File: src/hdl/efa_pkg.sv
// Shared constants and interface types for the EVM frame averager.
package efa_pkg;

  localparam int SAMPLE_BITS = 16;
  localparam int MAG_W       = SAMPLE_BITS + 1;
  localparam int PROD_W      = 2 * MAG_W;
  localparam int ACC_W       = 48;
  localparam int WIN_W       = 5;
  localparam int MINREF_W    = 32;
  localparam int CFG_W       = 32;
  localparam int CFG_IDX_W   = 1;
  localparam int SUM_W       = 29;
  localparam int PCT_W       = 19;
  localparam int EVM_W       = 25;
  localparam int RATIO_W     = ACC_W + 1;
  localparam int FRAC_BITS   = 40;
  localparam int CAP_SHIFT   = ACC_W - FRAC_BITS;
  localparam int SUB_W       = ACC_W + CAP_SHIFT;
  localparam int PCT_FRAC    = 12;
  localparam int SCALED_W    = SUM_W + 7 - PCT_FRAC;

  localparam logic [CFG_IDX_W-1:0] REG_WINDOW_FRAMES  = 1'd0;
  localparam logic [CFG_IDX_W-1:0] REG_MIN_REF_ENERGY = 1'd1;

  localparam logic [WIN_W-1:0]    WINDOW_RESET = 5'd10;
  localparam logic [MINREF_W-1:0] MINREF_RESET = 32'd1074;
  localparam logic [EVM_W-1:0]    EVM_FLOOR    = 25'd10;

  typedef struct packed {
    logic             start;
    logic [ACC_W-1:0] err_e;
    logic [ACC_W-1:0] ref_e;
  } efa_req_t;

  typedef struct packed {
    logic             valid;
    logic [PCT_W-1:0] pct;
    logic             done;
  } efa_res_t;

  typedef struct packed {
    logic [WIN_W-1:0]    window_frames;
    logic [MINREF_W-1:0] min_ref_energy;
  } efa_cfg_t;

endpackage

File: src/hdl/efa_core.sv
// Frame-end sequencer: ratio divide, square root, running average and percent divide.
module efa_core (
  input  logic              clk,
  input  logic              rst,
  input  efa_pkg::efa_req_t req,
  input  efa_pkg::efa_cfg_t cfg,
  input  logic              take,
  output efa_pkg::efa_res_t res
);
  import efa_pkg::*;

  localparam int CNT_W = $clog2(ACC_W + 1);

  typedef enum logic [3:0] {
    C_IDLE, C_CHK_REF, C_CHK_CAP, C_DIV, C_ROOT_SET, C_SQRT,
    C_SUM, C_SCALE, C_PCT, C_WIN, C_OUT
  } state_t;

  state_t               state;
  logic [ACC_W-1:0]     err_e;
  logic [ACC_W-1:0]     ref_e;
  logic [RATIO_W-1:0]   x;
  logic [RATIO_W-1:0]   y;
  logic [RATIO_W-1:0]   z;
  logic [CNT_W-1:0]     cnt;
  logic [EVM_W-1:0]     evm;
  logic [SUM_W-1:0]     sum;
  logic [WIN_W-1:0]     fc;
  logic [PCT_W-1:0]     pct;
  logic                 done;

  logic [SUB_W-1:0]     a_op;
  logic [SUB_W-1:0]     b_op;
  logic [SUB_W:0]       diff;
  logic                 ge;
  logic [RATIO_W-1:0]   root_next;
  logic [SUM_W:0]       sum_add;
  logic [SUM_W-1:0]     sum_sat;
  logic [SUM_W+6:0]     sum_x100;
  logic [WIN_W-1:0]     fc_inc;
  logic [WIN_W-1:0]     limit;

  // shared subtractor, operands picked by the sequencer
  always_comb begin
    a_op = '0;
    b_op = '0;
    unique case (state)
      C_CHK_REF: begin
        a_op = SUB_W'(cfg.min_ref_energy);
        b_op = SUB_W'(ref_e);
      end
      C_CHK_CAP: begin
        a_op = SUB_W'(err_e);
        b_op = {ref_e, {CAP_SHIFT{1'b0}}};
      end
      C_DIV: begin
        a_op = SUB_W'({x[ACC_W-1:0], y[ACC_W-1]});
        b_op = SUB_W'(ref_e);
      end
      C_SQRT: begin
        a_op = SUB_W'(x);
        b_op = SUB_W'(y | z);
      end
      C_PCT: begin
        a_op = SUB_W'({x[WIN_W-1:0], y[SCALED_W-1]});
        b_op = SUB_W'(fc);
      end
      default: ;
    endcase
    diff = {1'b0, a_op} - {1'b0, b_op};
    ge   = ~diff[SUB_W];
  end

  always_comb begin
    root_next = ge ? ((y >> 1) | z) : (y >> 1);
    sum_add   = {1'b0, sum} + (SUM_W + 1)'(evm);
    sum_sat   = sum_add[SUM_W] ? '1 : sum_add[SUM_W-1:0];
    sum_x100  = ((SUM_W + 7)'(sum) << 6) + ((SUM_W + 7)'(sum) << 5)
              + ((SUM_W + 7)'(sum) << 2);
    fc_inc    = (fc == '1) ? WIN_W'(1) : fc + WIN_W'(1);
    limit     = (cfg.window_frames == '0) ? WIN_W'(1) : cfg.window_frames;
  end

  always_comb begin
    res.valid = (state == C_OUT);
    res.pct   = pct;
    res.done  = done;
  end

  always_ff @(posedge clk) begin
    if (rst) begin
      state <= C_IDLE;
      sum   <= '0;
      fc    <= '0;
    end else begin
      unique case (state)
        C_IDLE: begin
          if (req.start) begin
            err_e <= req.err_e;
            ref_e <= req.ref_e;
            state <= C_CHK_REF;
          end
        end
        C_CHK_REF: begin
          if (ge) begin
            evm   <= EVM_FLOOR;
            state <= C_SUM;
          end else begin
            state <= C_CHK_CAP;
          end
        end
        C_CHK_CAP: begin
          if (ge) begin
            // ratio clamps at 256
            x     <= {1'b1, {ACC_W{1'b0}}};
            y     <= '0;
            z     <= {1'b1, {ACC_W{1'b0}}};
            cnt   <= CNT_W'(EVM_W - 1);
            state <= C_SQRT;
          end else begin
            x     <= RATIO_W'(err_e >> CAP_SHIFT);
            y     <= RATIO_W'({err_e[CAP_SHIFT-1:0], {FRAC_BITS{1'b0}}});
            cnt   <= CNT_W'(ACC_W - 1);
            state <= C_DIV;
          end
        end
        C_DIV: begin
          x <= ge ? diff[RATIO_W-1:0] : a_op[RATIO_W-1:0];
          y <= {y[RATIO_W-2:0], ge};
          if (cnt == '0) begin
            state <= C_ROOT_SET;
          end else begin
            cnt <= cnt - CNT_W'(1);
          end
        end
        C_ROOT_SET: begin
          x     <= {1'b0, y[ACC_W-1:0]};
          y     <= '0;
          z     <= {1'b1, {ACC_W{1'b0}}};
          cnt   <= CNT_W'(EVM_W - 1);
          state <= C_SQRT;
        end
        C_SQRT: begin
          if (ge) begin
            x <= diff[RATIO_W-1:0];
          end
          y <= root_next;
          z <= z >> 2;
          if (cnt == '0) begin
            evm   <= root_next[EVM_W-1:0];
            state <= C_SUM;
          end else begin
            cnt <= cnt - CNT_W'(1);
          end
        end
        C_SUM: begin
          sum   <= sum_sat;
          fc    <= fc_inc;
          state <= C_SCALE;
        end
        C_SCALE: begin
          x     <= '0;
          y     <= RATIO_W'(sum_x100[SUM_W+6:PCT_FRAC]);
          cnt   <= CNT_W'(SCALED_W - 1);
          state <= C_PCT;
        end
        C_PCT: begin
          x <= ge ? diff[RATIO_W-1:0] : a_op[RATIO_W-1:0];
          y <= {y[RATIO_W-2:0], ge};
          if (cnt == '0) begin
            state <= C_WIN;
          end else begin
            cnt <= cnt - CNT_W'(1);
          end
        end
        C_WIN: begin
          pct  <= (y[SCALED_W-1:PCT_W] != '0) ? '1 : y[PCT_W-1:0];
          done <= (fc >= limit);
          if (fc >= limit) begin
            sum <= '0;
            fc  <= '0;
          end
          state <= C_OUT;
        end
        C_OUT: begin
          if (take) begin
            state <= C_IDLE;
          end
        end
        default: state <= C_IDLE;
      endcase
    end
  end

endmodule

File: src/hdl/evm_frame_averager.sv
// Top level of the running-average EVM block: sample accumulation, config and output.
//
// Input channel (in_valid / in_stall): one request carries a measured and a reference
// complex sample plus last_sample. in_stall is high while a request is being worked on.
// Each sample is accepted, then squared in four steps through one 17x17 multiplier
// with a product register, accumulated into saturating 48-bit energy registers.
// On a request with last_sample set the frame-end sequence follows:
// a 48-step ratio divide, a 25-step square root and a 24-step percent divide, all
// through one shared 57-bit subtractor. One result then loads the output register.
// Output channel (out_valid / out_stall): a result waits in the output register while
// the next frame is accumulated; only a second frame end waits for it to be taken.
// Configuration: cfg_we writes window_frames (index 0) or min_ref_energy (index 1).
// Reset clears energies, running sum, frame count and output valid, and loads the
// register defaults (window 10, threshold 1074).
module evm_frame_averager (
  input  logic                                clk,
  input  logic                                rst,
  input  logic                                in_valid,
  output logic                                in_stall,
  input  logic signed [efa_pkg::SAMPLE_BITS-1:0] meas_i,
  input  logic signed [efa_pkg::SAMPLE_BITS-1:0] meas_q,
  input  logic signed [efa_pkg::SAMPLE_BITS-1:0] ref_i,
  input  logic signed [efa_pkg::SAMPLE_BITS-1:0] ref_q,
  input  logic                                last_sample,
  output logic                                out_valid,
  input  logic                                out_stall,
  output logic [efa_pkg::PCT_W-1:0]           evm_percent,
  output logic                                window_done,
  input  logic                                cfg_we,
  input  logic [efa_pkg::CFG_IDX_W-1:0]       cfg_index,
  input  logic [efa_pkg::CFG_W-1:0]           cfg_data
);
  import efa_pkg::*;

  localparam int NUM_OPS  = 4;
  localparam int SQ_CNT_W = $clog2(NUM_OPS + 1);
  localparam int OP_IDX_W = $clog2(NUM_OPS);

  typedef enum logic [1:0] {T_IDLE, T_SQ, T_FRAME} state_t;

  function automatic logic [MAG_W-1:0] mag(input logic signed [MAG_W-1:0] v);
    mag = v[MAG_W-1] ? MAG_W'(-v) : MAG_W'(v);
  endfunction

  state_t                 state;
  logic [MAG_W-1:0]       op [NUM_OPS];
  logic                   last;
  logic [SQ_CNT_W-1:0]    sq_cnt;
  logic [PROD_W-1:0]      prod;
  logic [PROD_W-1:0]      sq_val;
  logic [ACC_W-1:0]       ref_acc;
  logic [ACC_W-1:0]       err_acc;
  logic [ACC_W-1:0]       acc_sel;
  logic [ACC_W:0]         acc_sum;
  logic [ACC_W-1:0]       acc_sat;
  logic                   req_start;
  logic [WIN_W-1:0]       window_frames;
  logic [MINREF_W-1:0]    min_ref_energy;
  logic signed [MAG_W-1:0] mi_x, mq_x, ri_x, rq_x;
  logic                   accept;
  logic                   take;
  efa_req_t               req;
  efa_res_t               res;
  efa_cfg_t               cfg;

  assign in_stall = (state != T_IDLE);
  assign accept   = in_valid && !in_stall;
  assign take     = res.valid && (!out_valid || !out_stall);

  always_comb begin
    mi_x    = MAG_W'(meas_i);
    mq_x    = MAG_W'(meas_q);
    ri_x    = MAG_W'(ref_i);
    rq_x    = MAG_W'(ref_q);
    sq_val  = PROD_W'(op[sq_cnt[OP_IDX_W-1:0]]) * PROD_W'(op[sq_cnt[OP_IDX_W-1:0]]);
    acc_sel = (sq_cnt <= SQ_CNT_W'(2)) ? ref_acc : err_acc;
    acc_sum = {1'b0, acc_sel} + (ACC_W + 1)'(prod);
    acc_sat = acc_sum[ACC_W] ? '1 : acc_sum[ACC_W-1:0];
    req     = '{start: req_start, err_e: err_acc, ref_e: ref_acc};
    cfg     = '{window_frames: window_frames, min_ref_energy: min_ref_energy};
  end

  always_ff @(posedge clk) begin
    if (rst) begin
      window_frames  <= WINDOW_RESET;
      min_ref_energy <= MINREF_RESET;
    end else if (cfg_we) begin
      unique case (cfg_index)
        REG_WINDOW_FRAMES:  window_frames  <= cfg_data[WIN_W-1:0];
        REG_MIN_REF_ENERGY: min_ref_energy <= cfg_data[MINREF_W-1:0];
      endcase
    end
  end

  always_ff @(posedge clk) begin
    if (rst) begin
      state     <= T_IDLE;
      req_start <= 1'b0;
      ref_acc   <= '0;
      err_acc   <= '0;
    end else begin
      unique case (state)
        T_IDLE: begin
          if (accept) begin
            op[0]  <= mag(ri_x);
            op[1]  <= mag(rq_x);
            op[2]  <= mag(mi_x - ri_x);
            op[3]  <= mag(mq_x - rq_x);
            last   <= last_sample;
            sq_cnt <= '0;
            state  <= T_SQ;
          end
        end
        T_SQ: begin
          // product of step n is accumulated at step n+1
          if (sq_cnt != SQ_CNT_W'(NUM_OPS)) begin
            prod <= sq_val;
          end
          if (sq_cnt != '0) begin
            if (sq_cnt <= SQ_CNT_W'(2)) begin
              ref_acc <= acc_sat;
            end else begin
              err_acc <= acc_sat;
            end
          end
          if (sq_cnt == SQ_CNT_W'(NUM_OPS)) begin
            req_start <= last;
            state     <= last ? T_FRAME : T_IDLE;
          end
          sq_cnt <= sq_cnt + SQ_CNT_W'(1);
        end
        T_FRAME: begin
          req_start <= 1'b0;
          if (take) begin
            ref_acc <= '0;
            err_acc <= '0;
            state   <= T_IDLE;
          end
        end
        default: state <= T_IDLE;
      endcase
    end
  end

  always_ff @(posedge clk) begin
    if (rst) begin
      out_valid <= 1'b0;
    end else if (take) begin
      out_valid   <= 1'b1;
      evm_percent <= res.pct;
      window_done <= res.done;
    end else if (!out_stall) begin
      out_valid <= 1'b0;
    end
  end

  efa_core u_core (
    .clk  (clk),
    .rst  (rst),
    .req  (req),
    .cfg  (cfg),
    .take (take),
    .res  (res)
  );

  a_res_in_frame: assert property (@(posedge clk) disable iff (rst)
    res.valid |-> state == T_FRAME)
    else $error("frame result outside frame-end wait");

  a_acc_clear: assert property (@(posedge clk) disable iff (rst)
    take |=> (ref_acc == '0 && err_acc == '0))
    else $error("energy accumulators not cleared after frame end");

  a_start_pulse: assert property (@(posedge clk) disable iff (rst)
    req.start |=> !req.start)
    else $error("frame start held longer than one cycle");

endmodule
File: config.mk
export PLATFORM = sky130hd
export DESIGN_NAME = evm_frame_averager
export DESIGN_NICKNAME = d
export VERILOG_FILES = /design/src/hdl/efa_pkg.sv /design/src/hdl/efa_core.sv /design/src/hdl/evm_frame_averager.sv
export SDC_FILE = /design/constraint.sdc
export NUM_CORES = 2
export LEC_CHECK = 0
export BUFFER_PORTS_ARGS = -buffer_cell sky130_fd_sc_hd__buf_2
export CORE_MARGIN = 1
export CORE_UTILIZATION = 66
export CTS_BUF_LIST = sky130_fd_sc_hd__clkbuf_2 sky130_fd_sc_hd__clkbuf_4 sky130_fd_sc_hd__clkbuf_8
export CTS_CLUSTER_DIAMETER = 150
export DETAILED_ROUTE_END_ITERATION = 6
export GPL_ROUTABILITY_DRIVEN = 1
export PLACE_DENSITY_LB_ADDON = 0.12
export SYNTH_ARGS = -nofsm -noshare
export SYNTH_HDL_FRONTEND = slang
export SYNTH_SLANG_ARGS = --single-unit
File: constraint.sdc
create_clock -name clk -period 11.64 [get_ports clk]
set_clock_uncertainty 0.15 [all_clocks]
set_input_delay 0 -clock clk [delete_from_list [all_inputs] [get_ports clk]]
set_output_delay 0 -clock clk [all_outputs]
set_load 0.01 [all_outputs]
# Word level (Yosys, flattened, before mapping)
# Memory sizes are Yosys's and may differ from the RTL's. A register that Yosys moved wholly into a read port is not among the register bits.
# Cells that the tools add are included.
# Widths: inputs -> output; s select.
totals:
  output_inout_bits: 22
  mem_bits_ro: 0
  ramBits: 68
  register_bits: 527
  memories: 1
  inputBits: 103
  wordCells: 182
  latch_bits: 0
mem_list:
  columns: ["memory", "words", "width", "read_ports", "rd_ports_with_merged_regs", "write_ports", "line", "text"]
  rows:
  - ["op", 4, 17, 1, 1, 4, "evm_frame_averager.sv:46", "logic [MAG_W-1:0] op [NUM_OPS];"]
classes:
  n_mux: 61
  shift: 0
  n_addsub: 14
  n_eq_ne: 32
  n_div: 0
  n_reduce_logical: 42
  n_lt_le_gt_ge: 2
  bitwise: 5
  n_mul: 1
ops:
  columns: ["operator", "n"]
  rows:
  - ["$pmux 49 s5", 3]
  - ["$mux 48", 8]
  - ["$mux 49", 5]
  - ["$pmux 56 s4", 1]
  - ["$pmux 48 s2", 2]
  - ["$pmux 49 s3", 1]
  - ["$mux 17", 4]
  - ["$mux 29", 2]
  - ["$pmux 29 s2", 1]
  - ["$sub 49x56->57", 1]
  - ["$mux 25", 2]
  - ["$pmux 25 s2", 1]
  - ["$add 48x34->49", 1]
  - ["$or 48x49->49", 1]
  - ["$or 49x49->49", 1]
  - ["$pmux 4 s11", 1]
  - ["$add 35x34->36", 1]
  - ["$add 36x31->36", 1]
  - ["$mul 17x17->34", 1]
  - ["$neg 16->17", 2]
  - ["$neg 17->17", 2]
  - ["$sub 16x16->17", 2]
  - ["$add 29x25->30", 1]
  - ["$ne 2x2->1 const B", 12]
  - ["other kinds (44)", 100]

# Depth between registers and ports, before layout
logic_depth:
  word_depth: 7
  mapped_depth: 31
  depth_no_buf: 28

# Cells and area by module
# From an unflattened synthesis, not the netlist that was laid out.
hier_totals:
  hier_cells: 4455
  hier_area_um2: 42087.9
modules_own_cells:
  columns: ["mod", "area_each_um2", "seq_area_each_um2", "instances", "cells_per_inst"]
  rows:
  - ["evm_frame_averager", 22679.3, 6536.3, 1, 2567]
  - ["efa_core", 19408.6, 8868.5, 1, 1888]

# Worst setup path before layout
# Ideal clock, no wire load.
synth_timing:
  path_kind: "register to register"
  startpoint: "register u_core.state[3]"
  endpoint: "register u_core.err_e[0], enable pin"
  arrival_time_ns: 7.384
  setup_time_ns: 0.668
  required_ns: 10.822
  synth_period_minus_slack_ns: 8.202
  setup_slack_ns: 3.438
  n_path_buf: 2
  stages_incl_launch_ff: 6
  cell_sequence: "dfxtp_1 -> clkbuf_1 -> clkbuf_1 -> nor2_1 -> nand2_1 -> nor3_1"
synth_via:
  elab_chain_len: 2
synth_rtl:
  columns: ["item", "line", "text"]
  rows:
  - ["start: declaration", "efa_core.sv:19", "state_t state;"]
  - ["start signal: assignment", "efa_core.sv:92", "state <= C_IDLE;"]
  - ["start signal: assignment", "efa_core.sv:101", "state <= C_CHK_REF;"]
  - ["start signal: assignment", "efa_core.sv:107", "state <= C_SUM;"]
  - ["$logic_not 4->1", "efa_core.sv:96", "unique case (state)"]
  - ["$reduce_and 3->1 (no source line)", null, null]
  - ["end signal: assignment", "efa_core.sv:99", "err_e <= req.err_e;"]
  - ["end: declaration", "efa_core.sv:20", "logic [ACC_W-1:0] err_e;"]
# Every way passes these cells.
# A chain may end at the register's enable or synchronous reset.

==> flow_summary.yaml <==
finish:
  area_growth_pct: 13.6
  nets: 5349
  drive_above_1_share: 0.0885
  fillers: 4268
  fin_area_mm2: 0.0480
floorplan:
  initial_core_util: 0.668
  die_h_um: 255
  die_area_mm2: 0.0650
  rows: 92
  core-area_mm2: 0.0632
  dieWidth_um: 255
  ios: 125
routing:
  routed_via_density: 6.37
  first_iter_violations: 4022
  routed_wl_mm: 125
  wl_per_cell_um: 22.1
  final_antenna_net_count: 0
  vias: 36100
  drc: 4
  drt_pre_antenna_iters: 7
worst_hold_path:
  hp-class: "input port to flip-flop"
timing:
  setup_viol: 0
  rsz0062_at_grt: "no"
  slew_viol_final: 0
  relSlewSlack: 0.284
  fin_crit_ns: 8.71
  fmax_mhz: 115
  hold_viol_final: 0
  finalSetupTns_ns: 0
  fin_crit_sh: 0.748
  worst_slew_pin_slew_ns: 1.07
placed_design:
  placed_area_mm2: 0.0435
  gp_congestion: 1.01
  hpwl_mm: 87.1
  io_buffers: 124
synth:
  synth.yosys.seq_area_share: 0.365
  syn_avg_cell_area_um2: 9.53
  yosys_warnings: 0
  synth_edf_count: 395
  ys_seq_elements: 572
  syn_area_mm2: 0.0422
  ys_types: 104
  synth_top_flop_cell: "edfxtp_1"
  netlist_instances: 4429
  synthArstFlopShare: 0
grt:
  antenna_found_initial: 4
  grt_pass1_vias: 35800
  grt_max_degree: 80
  grt_pass1_wl_mm: 195
  grt.total_usage: 0.388
  overflow: 0
worst_setup_path:
  critPathMaxStageDelay_ns: 0.88
  path_class: "flip-flop to flip-flop"
  crit_arrival_ns: 8.98
  path_max_fanout: 33
  cpLargestDelayFamily: "adder cells"
  path_buf_inv: 6
  end_kind: "flip-flop"
  cp.required_ns: 11.91
  path_common_cell: "fa_1"
  crit_path_top_delay_cell: "dfxtp_2"
  startpoint_type: "flip-flop"
outcome:
  failed_checks: "design-rule violations"
  status: "finished, violations left"
clock_tree:
  cts_buffer_depth: 3
  clk_latency_ns: 0.72
  cts.clk_slew.worst_paths_ns: 0.06
  cts_tree: "built"
  root_buffer: "clkbuf_8"
  htreeDepth: 3
  clock-sinks: 572
  cts_buffers: 95
  cts_resized: 0
flow_run:
  drv_cap: 0
-- sequential cells by signal, summed over array words and instances (netlist names), 29 cells and up, named ones only --
signal / cells
op: 68
min_ref_energy: 32
ref_acc: 48
u_core.y: 49
u_core.ref_e: 48
u_core.x: 49
u_core.sum: 29
err_acc: 48
u_core.err_e: 48
prod: 33
-- area by class of cell --
class | instances | area, um2 | share of cell area
Tap cell | 846 | 1060 | 0.0221
Antenna cell | 3 | 7.51 | 0.000156
Multi-Input combinational cell | 3269 | 24700 | 0.514
Clock inverter | 54 | 490 | 0.0102
Sequential cell | 572 | 15400 | 0.321
Timing Repair Buffer | 401 | 3290 | 0.0685
Clock buffer | 125 | 1600 | 0.0332
Inverter | 393 | 1480 | 0.0307
-- repair_timing --
item | CTS | global route
hold endpoints to repair | 190 | 0
hold buffers | 234 | 0
endpoints found under the setup margin | 0 | 0
buffers inserted | 0 | 0
-- through the flow --
stage               hold WS, ns  setup slack (ns)  cells   util
floorplan               -0.0511              3.44   4430      -
global placement         0.0497              3.33   5247  0.689
detailed placement       0.0484              3.06   5247  0.689
CTS                      0.0121              3.01   5660  0.759
global route             0.0636              2.53   5663  0.759
finish                   0.0718              2.93   5663  0.759
-- placed cells by master (no fill, tap or decap), types with 57 or more instances in the layout --
| master | instances |
|---|---|
| a21o_1 | 95 |
| a21oi_1 | 277 |
| a22o_1 | 78 |
| and2_1 | 57 |
| buf_2 | 123 |
| clkbuf_8 | 105 |
| dfxtp_1 | 176 |
| dlygate4sd3_1 | 234 |
| edfxtp_1 | 395 |
| fa_1 | 223 |
| ha_1 | 291 |
| inv_1 | 384 |
| nand2_1 | 598 |
| nand3_1 | 60 |
| nor2_1 | 276 |
| o21ai_0 | 221 |
| o21ai_1 | 76 |
| xnor2_1 | 164 |
| xor2_1 | 66 |
-- final timing paths --
path                  from            endpoint  slack [ns]  cells after the start
max              flip-flop            prod[31]        2.93                     25
min           cfg_data[19]  min_ref_energy[19]        0.07                      4
max reg2reg      flip-flop            prod[31]        2.93                     25
min reg2reg  u_core.pct[3]      evm_percent[3]        0.26                      0
-- cell families after synthesis --
kind of cell	synth area share
AND/OR/NAND/NOR	0.138
XOR/XNOR	0.0477
multiplexers	0.0151
flip-flops	0.365
AO/OA/AOI/OAI	0.188
other	0.0000888
adder cells (fa/ha/maj)	0.192
buffers and inverters	0.0543
-- layer usage --
metal  wire length, um  up-vias  share of wire  global-route usage
met5                 0        -              0                   0
met4              7820        0          0.062               0.218
met3             12100      523          0.097              0.0796
met2             57500     2059           0.46               0.629
met1             47700    17100           0.38               0.484
li1                  -    16400              -                   -
-- worst min-delay path: cells and delay by family --
kind	cells	cell delay, ns
AOI/OAI and AO/OA	1	0.08
buffers and inverters	2	0.69
and+or+nand+nor	1	0.12
-- cells in the mapped netlist, types with 11 or more instances --
master    count  area share
edfxtp_1    395        0.28
or3_1        45      0.0067
a22oi_1      38      0.0068
nand2b_1     32      0.0047
ha_1        291       0.086
a222oi_1     50       0.012
nor2b_1      40      0.0059
nand3_1      60      0.0071
a21oi_1     277       0.033
and3_1       24      0.0036
nor2_1      283       0.025
nand2_1     598       0.053
dfxtp_1     177       0.084
clkbuf_1    154       0.014
a211oi_1     20      0.0036
nand3b_1     11      0.0020
mux2_2       20      0.0053
o21a_1       37      0.0066
a221o_1      45       0.011
a221oi_1     20      0.0041
o21bai_1     28      0.0050
o21ai_1      77      0.0091
buf_1        16      0.0014
fa_1        223        0.11
xor2_1       66       0.014
buf_2        15      0.0018
xnor2_1     164       0.034
mux2i_1      39      0.0092
nand4_1      21      0.0031
a31oi_1      21      0.0031
and2_1       57      0.0084
o31ai_1      25      0.0044
o31a_1       13      0.0027
nor3_1       60      0.0071
a21o_1       95       0.017
or2_2        13      0.0019
a22o_1       78       0.016
or4_1        11      0.0020
o211ai_1     19      0.0034
o21ai_0     221       0.026
inv_1       385       0.034
Power is not shown: default switching activity piles up to over one toggle a cycle in this logic, so the estimate is an artifact.
